===== src/rtl/assert_macros.svh =====
// Assertion helpers shared by the RTL files.
// Every check is sampled on the rising edge of i_clk.
`ifndef ASSERT_MACROS_SVH
`define ASSERT_MACROS_SVH

// A check that is skipped while the synchronous reset is held.
`define ASSERT_CLK(label, prop, msg) \
    label: assert property (@(posedge i_clk) disable iff (!i_rst_n) prop) else $error(msg);

// A check that must also hold during reset.
`define ASSERT_CLK_ALWAYS(label, prop, msg) \
    label: assert property (@(posedge i_clk) prop) else $error(msg);

`endif


===== src/rtl/cdt_pkg.sv =====
`timescale 1ns / 1ps

package cdt_pkg;

    // Key and tick codes carried in the mode field of an input item.
    typedef enum logic [2:0] {
        MODE_TICK        = 3'd0,
        MODE_DIGIT       = 3'd1,
        MODE_BACK        = 3'd2,
        MODE_ENTER       = 3'd3,
        MODE_CANCEL      = 3'd4,
        MODE_START_PAUSE = 3'd5,
        MODE_SET         = 3'd6,
        MODE_RESET       = 3'd7
    } t_mode;

    localparam int ENTRY_DIGITS = 6;
    localparam int ENTRY_CNT_W  = 3;
    localparam int DIGIT_W      = 4;
    localparam int BCD_W        = ENTRY_DIGITS * DIGIT_W;

    localparam int HOUR_W = 7;
    localparam int MIN_W  = 6;
    localparam int SEC_W  = 6;
    localparam int MS_W   = 10;

    localparam logic [MS_W-1:0]  MS_PER_SEC  = 10'd1000;
    localparam logic [MS_W-1:0]  MS_MAX      = 10'd999;
    localparam logic [SEC_W-1:0] SEC_MAX     = 6'd59;
    localparam logic [MIN_W-1:0] MIN_MAX     = 6'd59;
    localparam logic [DIGIT_W-1:0] DIGIT_MAX = 4'd9;
    // A tens digit below this keeps a two-digit field under 60.
    localparam logic [DIGIT_W-1:0] TENS_LIMIT = 4'd6;

    typedef struct packed {
        t_mode             mode;
        logic [DIGIT_W-1:0] digit;
        logic [MS_W-1:0]   elapsed_ms;
    } t_in_item;

    typedef struct packed {
        logic [HOUR_W-1:0]      hours;
        logic [MIN_W-1:0]       minutes;
        logic [SEC_W-1:0]       seconds;
        logic [MS_W-1:0]        millis;
        logic                   running;
        logic                   finished;
        logic                   entering;
        logic [ENTRY_CNT_W-1:0] digits_entered;
        logic [BCD_W-1:0]       entry_bcd;
    } t_out_item;

endpackage


===== src/rtl/countdown_timer_with_keypad_entry.sv =====
`timescale 1ns / 1ps
// The result of an item is registered and is valid on o_out_valid in the cycle after it is accepted.
// Throughput: one item per cycle unless o_in_stall is high; the single-pass update sets it.
// The result register is the timer state itself, so it frees as the result is taken.
// Reset (synchronous, active low) clears the time, the flags, the entry and the result valid.
`include "assert_macros.svh"

module countdown_timer_with_keypad_entry (
    input  logic               i_clk,
    input  logic               i_rst_n,
    input  logic               i_in_valid,
    input  cdt_pkg::t_in_item  i_in_data,
    output logic               o_in_stall,
    output logic               o_out_valid,
    output cdt_pkg::t_out_item o_out_data,
    input  logic               i_out_stall
);

    // Timer state. After every accepted item these registers hold exactly the
    // values the result item reports, so they double as the result register.
    logic [cdt_pkg::HOUR_W-1:0]      r_hour, n_hour;
    logic [cdt_pkg::MIN_W-1:0]       r_min, n_min;
    logic [cdt_pkg::SEC_W-1:0]       r_sec, n_sec;
    logic [cdt_pkg::MS_W-1:0]        r_ms, n_ms;
    logic                            r_run, n_run;
    logic                            r_done, n_done;
    logic                            r_entry_open, n_entry_open;
    logic [cdt_pkg::ENTRY_CNT_W-1:0] r_entry_count, n_entry_count;
    logic [cdt_pkg::DIGIT_W-1:0]     r_digit [cdt_pkg::ENTRY_DIGITS];
    logic [cdt_pkg::DIGIT_W-1:0]     n_digit [cdt_pkg::ENTRY_DIGITS];
    logic                            r_out_valid, n_out_valid;

    logic in_accept;

    // Tick datapath.
    logic [cdt_pkg::MS_W-1:0]   el_sat;
    logic [cdt_pkg::MS_W:0]     ms_diff;
    logic                       ms_borrow;
    logic [cdt_pkg::MS_W-1:0]   tk_ms;
    logic                       hm_nonzero;
    logic                       sec_under;
    logic [cdt_pkg::HOUR_W-1:0] tk_hour;
    logic [cdt_pkg::MIN_W-1:0]  tk_min;
    logic [cdt_pkg::SEC_W-1:0]  tk_sec;
    logic                       tk_finish;

    // Entry load datapath.
    logic [cdt_pkg::HOUR_W-1:0] ld_hour;
    logic [cdt_pkg::MIN_W-1:0]  ld_min;
    logic [cdt_pkg::SEC_W-1:0]  ld_sec;
    logic                       ld_ok;
    logic                       hms_nonzero;

    // Two decimal digits to binary; times ten is a shift-and-add.
    function automatic logic [cdt_pkg::HOUR_W-1:0] two_digits(
        input logic [cdt_pkg::DIGIT_W-1:0] tens,
        input logic [cdt_pkg::DIGIT_W-1:0] ones
    );
        logic [cdt_pkg::HOUR_W-1:0] t;
        t = cdt_pkg::HOUR_W'(tens);
        return (t << 3) + (t << 1) + cdt_pkg::HOUR_W'(ones);
    endfunction

    // The next item can enter whenever the current result is gone or is being taken.
    assign o_in_stall  = r_out_valid && i_out_stall;
    assign in_accept   = i_in_valid && !o_in_stall;
    assign o_out_valid = r_out_valid;

    // A tick subtracts the saturated elapsed time and borrows at most once per field.
    always_comb begin
        el_sat    = (i_in_data.elapsed_ms > cdt_pkg::MS_MAX) ? cdt_pkg::MS_MAX
                                                             : i_in_data.elapsed_ms;
        ms_diff   = {1'b0, r_ms} - {1'b0, el_sat};
        ms_borrow = ms_diff[cdt_pkg::MS_W];
        // Negative differences wrap back into range once 1000 is added.
        tk_ms     = ms_borrow ? (ms_diff[cdt_pkg::MS_W-1:0] + cdt_pkg::MS_PER_SEC)
                              : ms_diff[cdt_pkg::MS_W-1:0];

        hm_nonzero = (r_hour != '0) || (r_min != '0);
        sec_under  = ms_borrow && (r_sec == '0);

        tk_hour = r_hour;
        tk_min  = r_min;
        tk_sec  = r_sec - cdt_pkg::SEC_W'(ms_borrow);
        if (sec_under) begin
            if (hm_nonzero) begin
                tk_sec = cdt_pkg::SEC_MAX;
                if (r_min == '0) begin
                    // Minutes borrow from hours, which are known to be nonzero here.
                    tk_min  = cdt_pkg::MIN_MAX;
                    tk_hour = r_hour - 1'b1;
                end else begin
                    tk_min = r_min - 1'b1;
                end
            end else begin
                // Nothing left to borrow from: the countdown has run out.
                tk_sec = '0;
            end
        end
        tk_finish = (tk_hour == '0) && (tk_min == '0) && (tk_sec == '0);
    end

    // The typed HHMMSS value; minutes and seconds are valid when their tens digit is below 6.
    always_comb begin
        ld_hour     = two_digits(r_digit[0], r_digit[1]);
        ld_min      = cdt_pkg::MIN_W'(two_digits(r_digit[2], r_digit[3]));
        ld_sec      = cdt_pkg::SEC_W'(two_digits(r_digit[4], r_digit[5]));
        ld_ok       = (r_digit[2] < cdt_pkg::TENS_LIMIT) && (r_digit[4] < cdt_pkg::TENS_LIMIT);
        hms_nonzero = (r_hour != '0) || (r_min != '0) || (r_sec != '0);
    end

    // Next state for one accepted item.
    always_comb begin
        n_hour        = r_hour;
        n_min         = r_min;
        n_sec         = r_sec;
        n_ms          = r_ms;
        n_run         = r_run;
        n_done        = r_done;
        n_entry_open  = r_entry_open;
        n_entry_count = r_entry_count;
        for (int i = 0; i < cdt_pkg::ENTRY_DIGITS; i++) begin
            n_digit[i] = r_digit[i];
        end
        n_out_valid = r_out_valid && i_out_stall;

        if (in_accept) begin
            n_out_valid = 1'b1;
            unique case (i_in_data.mode)
                cdt_pkg::MODE_TICK: begin
                    // Ticks count whether or not the entry is open, but only while running.
                    if (r_run) begin
                        if (tk_finish) begin
                            n_hour = '0;
                            n_min  = '0;
                            n_sec  = '0;
                            n_ms   = '0;
                            n_run  = 1'b0;
                            n_done = 1'b1;
                        end else begin
                            n_hour = tk_hour;
                            n_min  = tk_min;
                            n_sec  = tk_sec;
                            n_ms   = tk_ms;
                        end
                    end
                end
                cdt_pkg::MODE_DIGIT: begin
                    // Digits above nine and digits past a full entry are dropped.
                    if (r_entry_open && (i_in_data.digit <= cdt_pkg::DIGIT_MAX)
                            && (r_entry_count < cdt_pkg::ENTRY_CNT_W'(cdt_pkg::ENTRY_DIGITS))) begin
                        for (int i = 0; i < cdt_pkg::ENTRY_DIGITS; i++) begin
                            if (r_entry_count == cdt_pkg::ENTRY_CNT_W'(i)) begin
                                n_digit[i] = i_in_data.digit;
                            end
                        end
                        n_entry_count = r_entry_count + 1'b1;
                    end
                end
                cdt_pkg::MODE_BACK: begin
                    if (r_entry_open && (r_entry_count != '0)) begin
                        for (int i = 0; i < cdt_pkg::ENTRY_DIGITS; i++) begin
                            if (r_entry_count == cdt_pkg::ENTRY_CNT_W'(i + 1)) begin
                                n_digit[i] = '0;
                            end
                        end
                        n_entry_count = r_entry_count - 1'b1;
                    end
                end
                cdt_pkg::MODE_ENTER: begin
                    // Enter waits for all six digits; a bad MM or SS closes the entry unused.
                    if (r_entry_open
                            && (r_entry_count == cdt_pkg::ENTRY_CNT_W'(cdt_pkg::ENTRY_DIGITS))) begin
                        if (ld_ok) begin
                            n_hour = ld_hour;
                            n_min  = ld_min;
                            n_sec  = ld_sec;
                            n_done = 1'b0;
                        end
                        n_entry_open  = 1'b0;
                        n_entry_count = '0;
                        for (int i = 0; i < cdt_pkg::ENTRY_DIGITS; i++) begin
                            n_digit[i] = '0;
                        end
                    end
                end
                cdt_pkg::MODE_CANCEL: begin
                    if (r_entry_open) begin
                        n_entry_open  = 1'b0;
                        n_entry_count = '0;
                        for (int i = 0; i < cdt_pkg::ENTRY_DIGITS; i++) begin
                            n_digit[i] = '0;
                        end
                    end
                end
                cdt_pkg::MODE_START_PAUSE: begin
                    // Toggling needs some whole seconds left; leftover milliseconds do not count.
                    if (!r_entry_open && hms_nonzero) begin
                        n_run  = !r_run;
                        n_done = 1'b0;
                    end
                end
                cdt_pkg::MODE_SET: begin
                    // Opening the entry stops the timer but keeps the finished flag.
                    if (!r_entry_open) begin
                        n_entry_open  = 1'b1;
                        n_entry_count = '0;
                        n_run         = 1'b0;
                        for (int i = 0; i < cdt_pkg::ENTRY_DIGITS; i++) begin
                            n_digit[i] = '0;
                        end
                    end
                end
                cdt_pkg::MODE_RESET: begin
                    // Milliseconds survive the reset key.
                    if (!r_entry_open) begin
                        n_run  = 1'b0;
                        n_hour = '0;
                        n_min  = '0;
                        n_sec  = '0;
                        n_done = 1'b0;
                    end
                end
                default: begin
                end
            endcase
        end
    end

    always_ff @(posedge i_clk) begin
        if (!i_rst_n) begin
            r_hour        <= '0;
            r_min         <= '0;
            r_sec         <= '0;
            r_ms          <= '0;
            r_run         <= 1'b0;
            r_done        <= 1'b0;
            r_entry_open  <= 1'b0;
            r_entry_count <= '0;
            r_out_valid   <= 1'b0;
            for (int i = 0; i < cdt_pkg::ENTRY_DIGITS; i++) begin
                r_digit[i] <= '0;
            end
        end else begin
            r_hour        <= n_hour;
            r_min         <= n_min;
            r_sec         <= n_sec;
            r_ms          <= n_ms;
            r_run         <= n_run;
            r_done        <= n_done;
            r_entry_open  <= n_entry_open;
            r_entry_count <= n_entry_count;
            r_out_valid   <= n_out_valid;
            for (int i = 0; i < cdt_pkg::ENTRY_DIGITS; i++) begin
                r_digit[i] <= n_digit[i];
            end
        end
    end

    // The result item is read straight off the state. The first digit sits in the
    // top nibble, and only typed positions are shown.
    always_comb begin
        o_out_data.hours          = r_hour;
        o_out_data.minutes        = r_min;
        o_out_data.seconds        = r_sec;
        o_out_data.millis         = r_ms;
        o_out_data.running        = r_run;
        o_out_data.finished       = r_done;
        o_out_data.entering       = r_entry_open;
        o_out_data.digits_entered = r_entry_count;
        o_out_data.entry_bcd      = '0;
        for (int i = 0; i < cdt_pkg::ENTRY_DIGITS; i++) begin
            if (cdt_pkg::ENTRY_CNT_W'(i) < r_entry_count) begin
                o_out_data.entry_bcd[cdt_pkg::BCD_W-1-cdt_pkg::DIGIT_W*i -: cdt_pkg::DIGIT_W] =
                    r_digit[i];
            end
        end
    end

    // The timer can never be counting and finished at once.
    `ASSERT_CLK(a_run_not_done, !(r_run && r_done), "timer running while finished")
    // Stored minutes and seconds stay in range through every borrow and load.
    `ASSERT_CLK(a_min_sec_range,
        (r_min <= cdt_pkg::MIN_MAX) && (r_sec <= cdt_pkg::SEC_MAX),
        "minutes or seconds out of range")
    // A closed entry holds no typed digits, and the count never passes six.
    `ASSERT_CLK(a_entry_count,
        (r_entry_open || (r_entry_count == '0))
            && (r_entry_count <= cdt_pkg::ENTRY_CNT_W'(cdt_pkg::ENTRY_DIGITS)),
        "entry count inconsistent")
    // Without an accepted item the state must hold still.
    `ASSERT_CLK(a_state_hold,
        !in_accept |=> $stable(r_hour) && $stable(r_min) && $stable(r_sec)
            && $stable(r_ms) && $stable(r_entry_count),
        "state moved without an item")

endmodule


===== config.mk =====
export PLATFORM = sky130hd
export DESIGN_NAME = countdown_timer_with_keypad_entry
export DESIGN_NICKNAME = d
export VERILOG_FILES = /design/src/rtl/cdt_pkg.sv /design/src/rtl/countdown_timer_with_keypad_entry.sv
export VERILOG_INCLUDE_DIRS = /design/src /design/src/rtl
export SDC_FILE = /design/constraint.sdc
export NUM_CORES = 1
export LEC_CHECK = 0
export BUFFER_PORTS_ARGS = -buffer_cell sky130_fd_sc_hd__buf_2
export CAP_MARGIN = 20
export CORE_ASPECT_RATIO = 2
export CORE_MARGIN = 1.5
export CORE_UTILIZATION = 41
export CTS_CLUSTER_DIAMETER = 50
export DETAILED_ROUTE_END_ITERATION = 10
export PLACE_DENSITY = 0.72
export SYNTH_ARGS = -nofsm -noshare
export SYNTH_HDL_FRONTEND = slang
export SYNTH_SLANG_ARGS = --single-unit
export TNS_END_PERCENT = 10

===== constraint.sdc =====
create_clock -name i_clk -period 6.6 [get_ports i_clk]
set_input_delay 1.65 -clock i_clk [delete_from_list [all_inputs] [get_ports i_clk]]
set_output_delay 1.65 -clock i_clk [all_outputs]
set_load 0.01 [all_outputs]

======== Word level (Yosys, flattened, before mapping) ========
Memory sizes are Yosys's and may differ from the RTL's.
Index checks and enable logic that the tools add are counted.
operators by class
  bitwise logic cells ..................... 6
  $add $sub $neg .......................... 13
  equality and inequality tests ........... 24
  $lt $le $gt $ge ......................... 11
  reduce and logical (&&, ||, !) cells .... 39
  muxes and demuxes ....................... 81
operators with widths
  kind                                                count
  two-way mux 24 bit                                  6
  case mux 24 bit (5 select lines)                    1
  two-way mux 4 bit                                   24
  two-way mux 6 bit                                   14
  two-way mux 7 bit                                   8
  case mux 6 bit (3 select lines)                     2
  two-way mux 10 bit                                  3
  zero test 6 bit                                     4
  != test 2 bit, second input constant                11
  == test 3 bit, second input constant                7
  case mux 7 bit (3 select lines)                     1
  two-way mux 3 bit                                   5
  case mux 3 bit (5 select lines)                     1
  two-way mux 1 bit                                   13
  adder 6 x 4 -> 6 bit                                2
  adder 6 x 5 -> 6 bit                                2
  == test 3 x 2 -> 1 bit, second input constant       4
  nonzero test 3 bit                                  4
  nonzero test 6 bit                                  2
  logical AND 1 bit                                   11
  subtractor 10 x 10 -> 11 bit                        1
  adder 10 bit, second input constant                 1
  > comparator 10 bit, second input constant          1
  < comparator 4 x 3 -> 1 bit, second input constant  2
  other kinds (29)                                    44
storage, ports and cells
  RAM bits ................................ 24
  memories ................................ 1
  input port bits ......................... 21
  flip-flop bits (word level) ............. 36
  word-level logic and storage cells ...... 184
  output and inout port bits .............. 61
memory list
  name     words  width  rd ports  clocked after Yosys merged registers in  wr ports  RTL line                                 text
  r_digit  6      4      6         0                                        6         countdown_timer_with_keypad_entry.sv:29  logic [cdt_pkg::DIGIT_W-1:0] r_digit [cdt_pkg::ENTRY_DIGITS];

======== Longest topological paths before layout ========
Gate-level depths: netlist (run 1).
  depth after elaboration ................. 11
  depth in mapped cells ................... 22
  mapped depth without buffers ............ 20

======== Worst setup path before layout (run 1) ========
No wires, ideal clock.
  path kind ............................... in2reg
  start point ............................. input i_in_data[4] in the netlist's numbering
  end point ............................... register r_run
  arrival ................................. 5.676 ns
  stages on the path ...................... 21
  setup slack ............................. 0.792 ns
  cells stage by stage .................... o21ai_0 -> nor2_1 -> or2_2 -> ha_1 -> fa_1 -> nor2b_1 -> o2111ai_1 -> a21o_1 -> nand2b_1 -> buf_1 -> inv_1 -> ha_1 -> ha_1 -> nand2b_1 -> nor4_1 -> nand4_1 -> a21oi_1 -> o22ai_1 -> or4_4 -> a2111oi_4 -> o32ai_1
on the way
  cells in the longest elaborated chain, start to end .. 11
  elaborated cells on any way between the ends .. 16
  classes of those cells .................. 2 x add/sub; 1 x order compare; 7 x mux; 6 x reduce/logical
RTL lines
  what                                                               RTL line                                  text
  from (decl)                                                        countdown_timer_with_keypad_entry.sv:12   input cdt_pkg::t_in_item i_in_data,
  > comparator 10 bit                                                countdown_timer_with_keypad_entry.sv:71   el_sat = (i_in_data.elapsed_ms > cdt_pkg::MS_MAX) ? cdt_pkg::MS_MAX
  two-way mux 10 bit *                                               countdown_timer_with_keypad_entry.sv:71
  subtractor 10 x 10 -> 11 bit *                                     countdown_timer_with_keypad_entry.sv:73   ms_diff = {1'b0, r_ms} - {1'b0, el_sat};
  branches (longest 4 deep; another with subtractor 6 x 1 -> 6 bit)  n/a
  logical AND 1 bit *                                                countdown_timer_with_keypad_entry.sv:100  tk_finish = (tk_hour == '0) && (tk_min == '0) && (tk_sec == '0);
  two-way mux 1 bit *                                                countdown_timer_with_keypad_entry.sv:133  if (tk_finish) begin
  two-way mux 1 bit *                                                countdown_timer_with_keypad_entry.sv:132  if (r_run) begin
  case mux 1 bit (3 select lines) *                                  countdown_timer_with_keypad_entry.sv:129  unique case (i_in_data.mode)
  to (signal assigned)                                               countdown_timer_with_keypad_entry.sv:249  r_run <= n_run;
  to (decl)                                                          countdown_timer_with_keypad_entry.sv:25   logic r_run, n_run;
Mark *: on every way between the ends.
A chain may end at the register's enable or synchronous reset.

======== Final worst setup path (run 1) ========
  start point ............................. input i_in_data[7] in the netlist's numbering
  end point ............................... register r_run
Same word-level chain as after synthesis.

==> results of run 1 <==
through the flow:
step                 util  hold slack, ps
floorplan               -             458
global placement    0.461             470
detailed placement  0.462             483
CTS                 0.492             490
global route        0.492             516
finish              0.492             491
metal layers:
layer	global-route usage	wire length, um	up-vias	part of all wire
li1	-	-	2283	-
met5	0	0	-	0
met3	0.0378	634	58	0.044
met1	0.236	5090	2266	0.35
met4	0.155	720	0	0.050
met2	0.470	8090	183	0.56
flip-flops by register name (all words and copies together), names as in the netlist:
signal         flops
r_run              1
r_min              6
r_hour             7
r_sec              6
r_entry_count      3
r_entry_open       1
o_out_valid        1
r_ms              10
r_done             1
r_digit           24
cell type report:
class	count	area, um2	area share
inverters	33	124	0.0223
clock buffers	11	253	0.0455
well taps	142	178	0.0320
repair buffers	86	447	0.0804
flip-flops and latches	60	1200	0.216
clock inverters	5	83.8	0.0151
multi-input cells	472	3270	0.588
power breakdown:
group	switching [uW]	internal [uW]
Combinational	143	90.2
Clock	177	351
Sequential	16.6	371
worst min-delay path: cells and delay by family (launching register included):
family             cells  cell delay (ps)
DFF                    1              330
and+or+nand+nor        1               60
AOI/OAI and AO/OA      1               60
cell families after synthesis:
group,after synthesis,synth area share
and+or+nand+nor,212,0.224
AOI/OAI and AO/OA,163,0.231
buffers and inverters,62,0.0541
DFF,60,0.254
adders and majority gates,46,0.133
muxes,29,0.0628
xor gates and xnor gates,22,0.0408
cell usage in the layout (no fill, tap or decap), types with 4 or more instances in the layout:
master	n
a211o_1	4
a211oi_1	11
a21o_1	7
a21oi_1	34
a22oi_1	7
a31oi_1	11
and2_1	11
and3_1	7
buf_2	81
buf_4	4
clkbuf_16	9
dfxtp_1	60
fa_1	7
ha_1	39
inv_1	32
mux2i_1	27
nand2_1	47
nand2b_1	4
nand3_1	9
nand4_1	6
nor2_1	67
nor2b_1	21
nor3_1	12
nor4_1	4
o21a_1	6
o21ai_0	38
o22ai_1	4
o31ai_1	6
xnor2_1	11
xor2_1	11
final timing paths:
check / from / to / cells after the start
setup reg to reg: r_ms[0] / r_run / 18
hold / removal: r_ms[6] / r_ms[6] / 2
hold reg to reg: r_ms[6] / r_ms[6] / 2
setup / recovery: i_in_data[7] / r_run / 21
==> out/metrics.cfg, run 1 <==
[floorplanning]
start_util = 0.418
chipWidth_um = 78.9
die-area_um2 = 12200
num_io_pins = 82
die_y_um = 155
fp.coreArea_um2 = 11300
rows = 55

[clocking]
cts_tree = done
ctsResizeCount = 0
clock_latency_ps = 340
cts_buffers = 9
htreeDepth = 3
cts_root_buffer = clkbuf_16
postCtsSetupRepairBufs = 0
clockBufferDepth = 2
clk_pin_slew_worst_paths_ps = 60
cts_hold_buf = 0
cts.sinks = 60

[sta]
slew_headroom = 0.370
setup_viol = 0
finalSetupTns_ps = 0
period_share = 0.909
rsz0062_at_grt = false
report.final.slew_viol_count = 0
period_needed_ps = 6000
finalClockSkew_ps = 8.04
timing.fmax_mhz = 167
final-hold-violation-count = 0
tightestPinTransition_ps = 940
fin_ws_ps = 600

[synthesis]
ys_seq_elements = 60
yosysMostFrequentCell = nor2_1
yosys_warnings = 0
syn_area_per_cell_um2 = 7.95
synth-main-ff-cell = dfxtp_1
async_reset_ff_frac = 0
netlist.top_cell.by_area = dfxtp_1
synth_cells = 594
seq_area_frac_synth = 0.254
synth_top_area_share = 0.254
synth_cell_types = 69
ys_top_cells_by_count = 68 x nor2_1, 60 x dfxtp_1, 47 x nand2_1
ys_top_cells_by_area = dfxtp_1 25%, ha_1 10%, mux2i_1 5.7%
syn_nets = 661
netlist_area_um2 = 4720
synth-edff-count = 0

[pwr]
ir_worst_vdd_mv = 0.182
power_density_nw_per_um2 = 207
p_total_uw = 1150
p_leak_uw = 0.00262

[placement]
gp_congestion = 0.990
portBuffers = 81
hpwl_mm = 11.1
placed_cells = 793
pre_cts_ws_ps = 280
dpl_cell_area_um2 = 5220

[routing]
vias = 4790
drt-initial-drc-count = 272
detail_route.wl_per_cell_um = 18.0
firstDrtPassIters = 5
wl_mm = 14.5
viasPerCell = 5.92
antenna_left = 0
drc = 0

[grt]
grt_overflow = 0
grt_pass1_vias = 4878
grtUsageTotal = 0.246
grt_max_degree = 42
antenna_found_initial = 0
grt_pass1_wl_mm = 23.6

[setup_path]
cp.required_ps = 6810
critPathMaxFanout = 11
cp-start-kind = input pin
slowest_delay_ps = 680
critPathKind = in -> reg
path_cells = buf_2, nand4_1, nor2_1, or2_2, ha_1, fa_1, nor2b_1, o2111ai_1, a21o_1, nand2b_1, inv_1, ha_1, ha_1, nand2b_1, nor4_1, nand4_1, a21oi_1, o22ai_1, or4_4, a2111oi_4, o32ai_1
cp_data_arrival_time_ps = 6210
slowest_stage = or4_4
cp_common_cell = ha_1
r2r_slack_ps = 2150
cp.buffers_inverters = 2
cp-end-kind = flip-flop
cpLargestDelayFamily = simple AND/OR/NAND/NOR gates

[final_layout]
syn_to_final_growth_pct = 17.6
fillers = 1124
fin_cells = 809
finalInstanceArea_um2 = 5550
nNetsFinal = 729
layout-drive-gt1-share = 0.175
diodes = 0

[run_status]
status = finished, final reports clean

[hold_path]
hold_class = reg -> reg

[run]
cap_violations = 0

(Power assumes the default switching activity.)
==> inputs of run 2 (changes only) <==
--- a/config.mk
+++ b/config.mk
@@ -6,14 +6,15 @@
 export SDC_FILE = /design/constraint.sdc
 export NUM_CORES = 1
 export LEC_CHECK = 0
-export BUFFER_PORTS_ARGS = -buffer_cell sky130_fd_sc_hd__buf_2
 export CAP_MARGIN = 20
 export CORE_ASPECT_RATIO = 2
 export CORE_MARGIN = 1.5
 export CORE_UTILIZATION = 41
+export CTS_BUF_LIST = sky130_fd_sc_hd__clkbuf_16
 export CTS_CLUSTER_DIAMETER = 50
 export DETAILED_ROUTE_END_ITERATION = 10
-export PLACE_DENSITY = 0.72
+export DONT_BUFFER_PORTS = 1
+export PLACE_DENSITY = 0.66
 export SYNTH_ARGS = -nofsm -noshare
 export SYNTH_HDL_FRONTEND = slang
 export SYNTH_SLANG_ARGS = --single-unit
==> out/metrics.cfg, run 2 (synthesis results as in run 1) <==
[run_status]
status = finished, final reports clean  ; unchanged

[final_layout]
reg_top3 = r_digit x24, r_ms x10, r_hour x7  ; unchanged
regMostFlops = r_digit  ; unchanged
utilization = 0.450  ; was 0.492
layout-drive-gt1-share = 0.0547  ; was 0.175
layout_common_cells = 67 x nor2_1, 60 x dfxtp_1, 47 x nand2_1  ; was 81 x buf_2, 67 x nor2_1, 60 x dfxtp_1
fillers = 1157  ; was 1,124
diodes = 0  ; unchanged
finalInstanceArea_um2 = 5080  ; was 5550 um2
nNetsFinal = 647  ; was 729
largest_register_ffs = 24  ; unchanged
final_common_cell = nor2_1  ; was buf_2
fin_cells = 727  ; was 809
syn_to_final_growth_pct = 7.69  ; was 17.6%

[sta]
tightestPinTransition_ps = 951  ; was 940 ps
rsz0062_at_grt = false  ; unchanged
finalSetupTns_ps = 0  ; unchanged
slew_headroom = 0.363  ; was 0.370
final-hold-violation-count = 0  ; unchanged
period_share = 0.908  ; was 0.909
setup_viol = 0  ; unchanged
report.final.slew_viol_count = 0  ; unchanged
timing.fmax_mhz = 167  ; about the same
period_needed_ps = 5990  ; was 6000 ps
finalClockSkew_ps = 5.04  ; was 8.04 ps

[setup_path]
slowest_delay_ps = 670  ; was 680 ps
critPathKind = in -> reg  ; unchanged
r2r_cells = 18  ; unchanged
cp_common_cell = ha_1  ; unchanged
r2r_slack_ps = 1960  ; was 2150 ps
critPathMaxFanout = 11  ; unchanged
worstReg2RegStart = r_ms[0]  ; unchanged
path_cells = nand4_1, nor2_1, or2_2, ha_1, fa_1, nor2b_1, o2111ai_1, a21o_1, nand2b_1, inv_1, ha_1, ha_1, nand2b_1, nor4_1, nand4_1, a21oi_1, o22ai_1, or4_4, a2111oi_4, o32ai_1  ; was buf_2, nand4_1, nor2_1, or2_2, ha_1, fa_1, nor2b_1, o2111ai_1, a21o_1, nand2b_1, inv_1, ha_1, ha_1, nand2b_1, nor4_1, nand4_1, a21oi_1, o22ai_1, or4_4, a2111oi_4, o32ai_1
timing.rr.end = r_run  ; unchanged
cp-start-kind = input pin  ; unchanged
cp-end-kind = flip-flop  ; unchanged
cp_data_arrival_time_ps = 6190  ; was 6210 ps
slowest_stage = or4_4  ; unchanged
cp.required_ps = 6800  ; was 6810 ps

[hold_path]
hold_start = r_digit[5][0]  ; was r_ms[6]
min_delay_path_depth = 2  ; unchanged
hold_class = reg -> reg  ; unchanged
min_to = r_sec[0]  ; was r_ms[6]

[grt]
grtUsageTotal = 0.232  ; was 0.246
grt_pass1_wl_mm = 22.0  ; was 23.6 mm
grt_max_degree = 43  ; was 42
grt_overflow = 0  ; unchanged
antenna_found_initial = 0  ; unchanged
grt_pass1_vias = 4419  ; was 4,878

[clocking]
cts_buffers = 9  ; unchanged
htreeDepth = 3  ; unchanged
cts_root_buffer = clkbuf_16  ; unchanged
clockBufferDepth = 2  ; unchanged
cts_tree = done  ; unchanged
cts_hold_buf = 0  ; unchanged
cts.sinks = 60  ; unchanged
postCtsSetupRepairBufs = 0  ; unchanged
clk_pin_slew_worst_paths_ps = 50  ; was 60 ps
clock_latency_ps = 330  ; was 340 ps
ctsResizeCount = 0  ; unchanged

[routing]
drt-initial-drc-count = 268  ; was 272
detail_route.wl_per_cell_um = 18.6  ; was 18.0 um
drc = 0  ; unchanged
firstDrtPassIters = 4  ; was 5
viasPerCell = 6.02  ; was 5.92
vias = 4379  ; was 4,790
antenna_left = 0  ; unchanged
wl_mm = 13.6  ; was 14.5 mm

[pwr]
seqPwrFrac = 0.371  ; was 0.338
p_leak_uw = 0.00218  ; was 0.00262 uW
p_int_uw = 739  ; was 813 uW
switching_share = 0.299  ; was 0.292
power_density_nw_per_um2 = 207  ; about the same
clkPwrFrac = 0.431  ; was 0.460
p_total_uw = 1050  ; was 1150 uW
p_switching_uw = 315  ; was 336 uW
pwr-share-comb = 0.198  ; was 0.203
ir_worst_vdd_mv = 0.149  ; was 0.182 mV

[run]
cap_violations = 0  ; unchanged

[floorplanning]
fp.coreArea_um2 = 11300  ; unchanged
die_y_um = 155  ; unchanged
start_util = 0.418  ; unchanged
chipWidth_um = 78.9  ; unchanged
die-area_um2 = 12200  ; unchanged
rows = 55  ; unchanged
num_io_pins = 82  ; unchanged

[placement]
hpwl_mm = 10.7  ; was 11.1 mm
portBuffers = 0  ; was 81
gp_congestion = 0.976  ; was 0.990
dpl_cell_area_um2 = 4800  ; was 5220 um2
placed_cells = 711  ; was 793

==> run 2: cell count changes in the layout (fill, tap and decap cells not counted), moves of 2 or more <==
cell	previous run	this run
clkinv_2	0	2
clkbuf_8	2	0
buf_2	81	0
clkinv_1	1	3
==> run 2: area by class of cell <==
class | instances | area, um2 | area share
timing repair buffer | 4 | 30.0 | 0.00591
tap | 142 | 178 | 0.0349
sequential | 60 | 1200 | 0.236
clock buffer | 9 | 225 | 0.0443
inverter | 33 | 124 | 0.0244
clock inverter | 7 | 58.8 | 0.0116
multi-input combinational | 472 | 3270 | 0.643
==> run 2: power by group through the flow <==
stage / Clock [uW] / Sequential, uW / Combinational, uW
finish: 454 / 392 / 208
global route: 482 / 393 / 231
CTS: 463 / 392 / 206
detailed placement: 0 / 399 / 205
global placement: 0 / 399 / 201
floorplan: 0 / 391 / 170
==> run 2: how the worst max path moves through the flow <==
stage	startpoint	slack [ps]	end
floorplan	i_in_data[4]	790	r_run
global placement	i_in_data[7]	420	r_run
detailed placement	i_in_data[7]	310	r_run
CTS	i_in_data[7]	650	r_run
global route	i_in_data[7]	390	r_run
finish	i_in_data[7]	610	r_run
==> run 2: worst max-delay path, delay by kind of cell <==
family,cells,cell delay (ps)
AOI/OAI and AO/OA,6,1240
adders and majority gates,4,1150
buffers and inverters,1,70
and+or+nand+nor,9,2070
==> run 2: per-stage QoR <==
stage	hold slack [ps]	setup WS [ps]
6_report	524	607
2_1_floorplan	458	792
3_5_place_dp	513	310
4_1_cts	523	651
3_3_place_gp	511	424
5_1_grt	562	389
==> run 2: layer usage <==
metal  up-vias  track usage  wire, um
met3        45       0.0525       703
met4         0        0.138       694
met1      2075        0.219      4640
met2       141        0.440      7510
met5         -            0         0
li1       2118            -         -
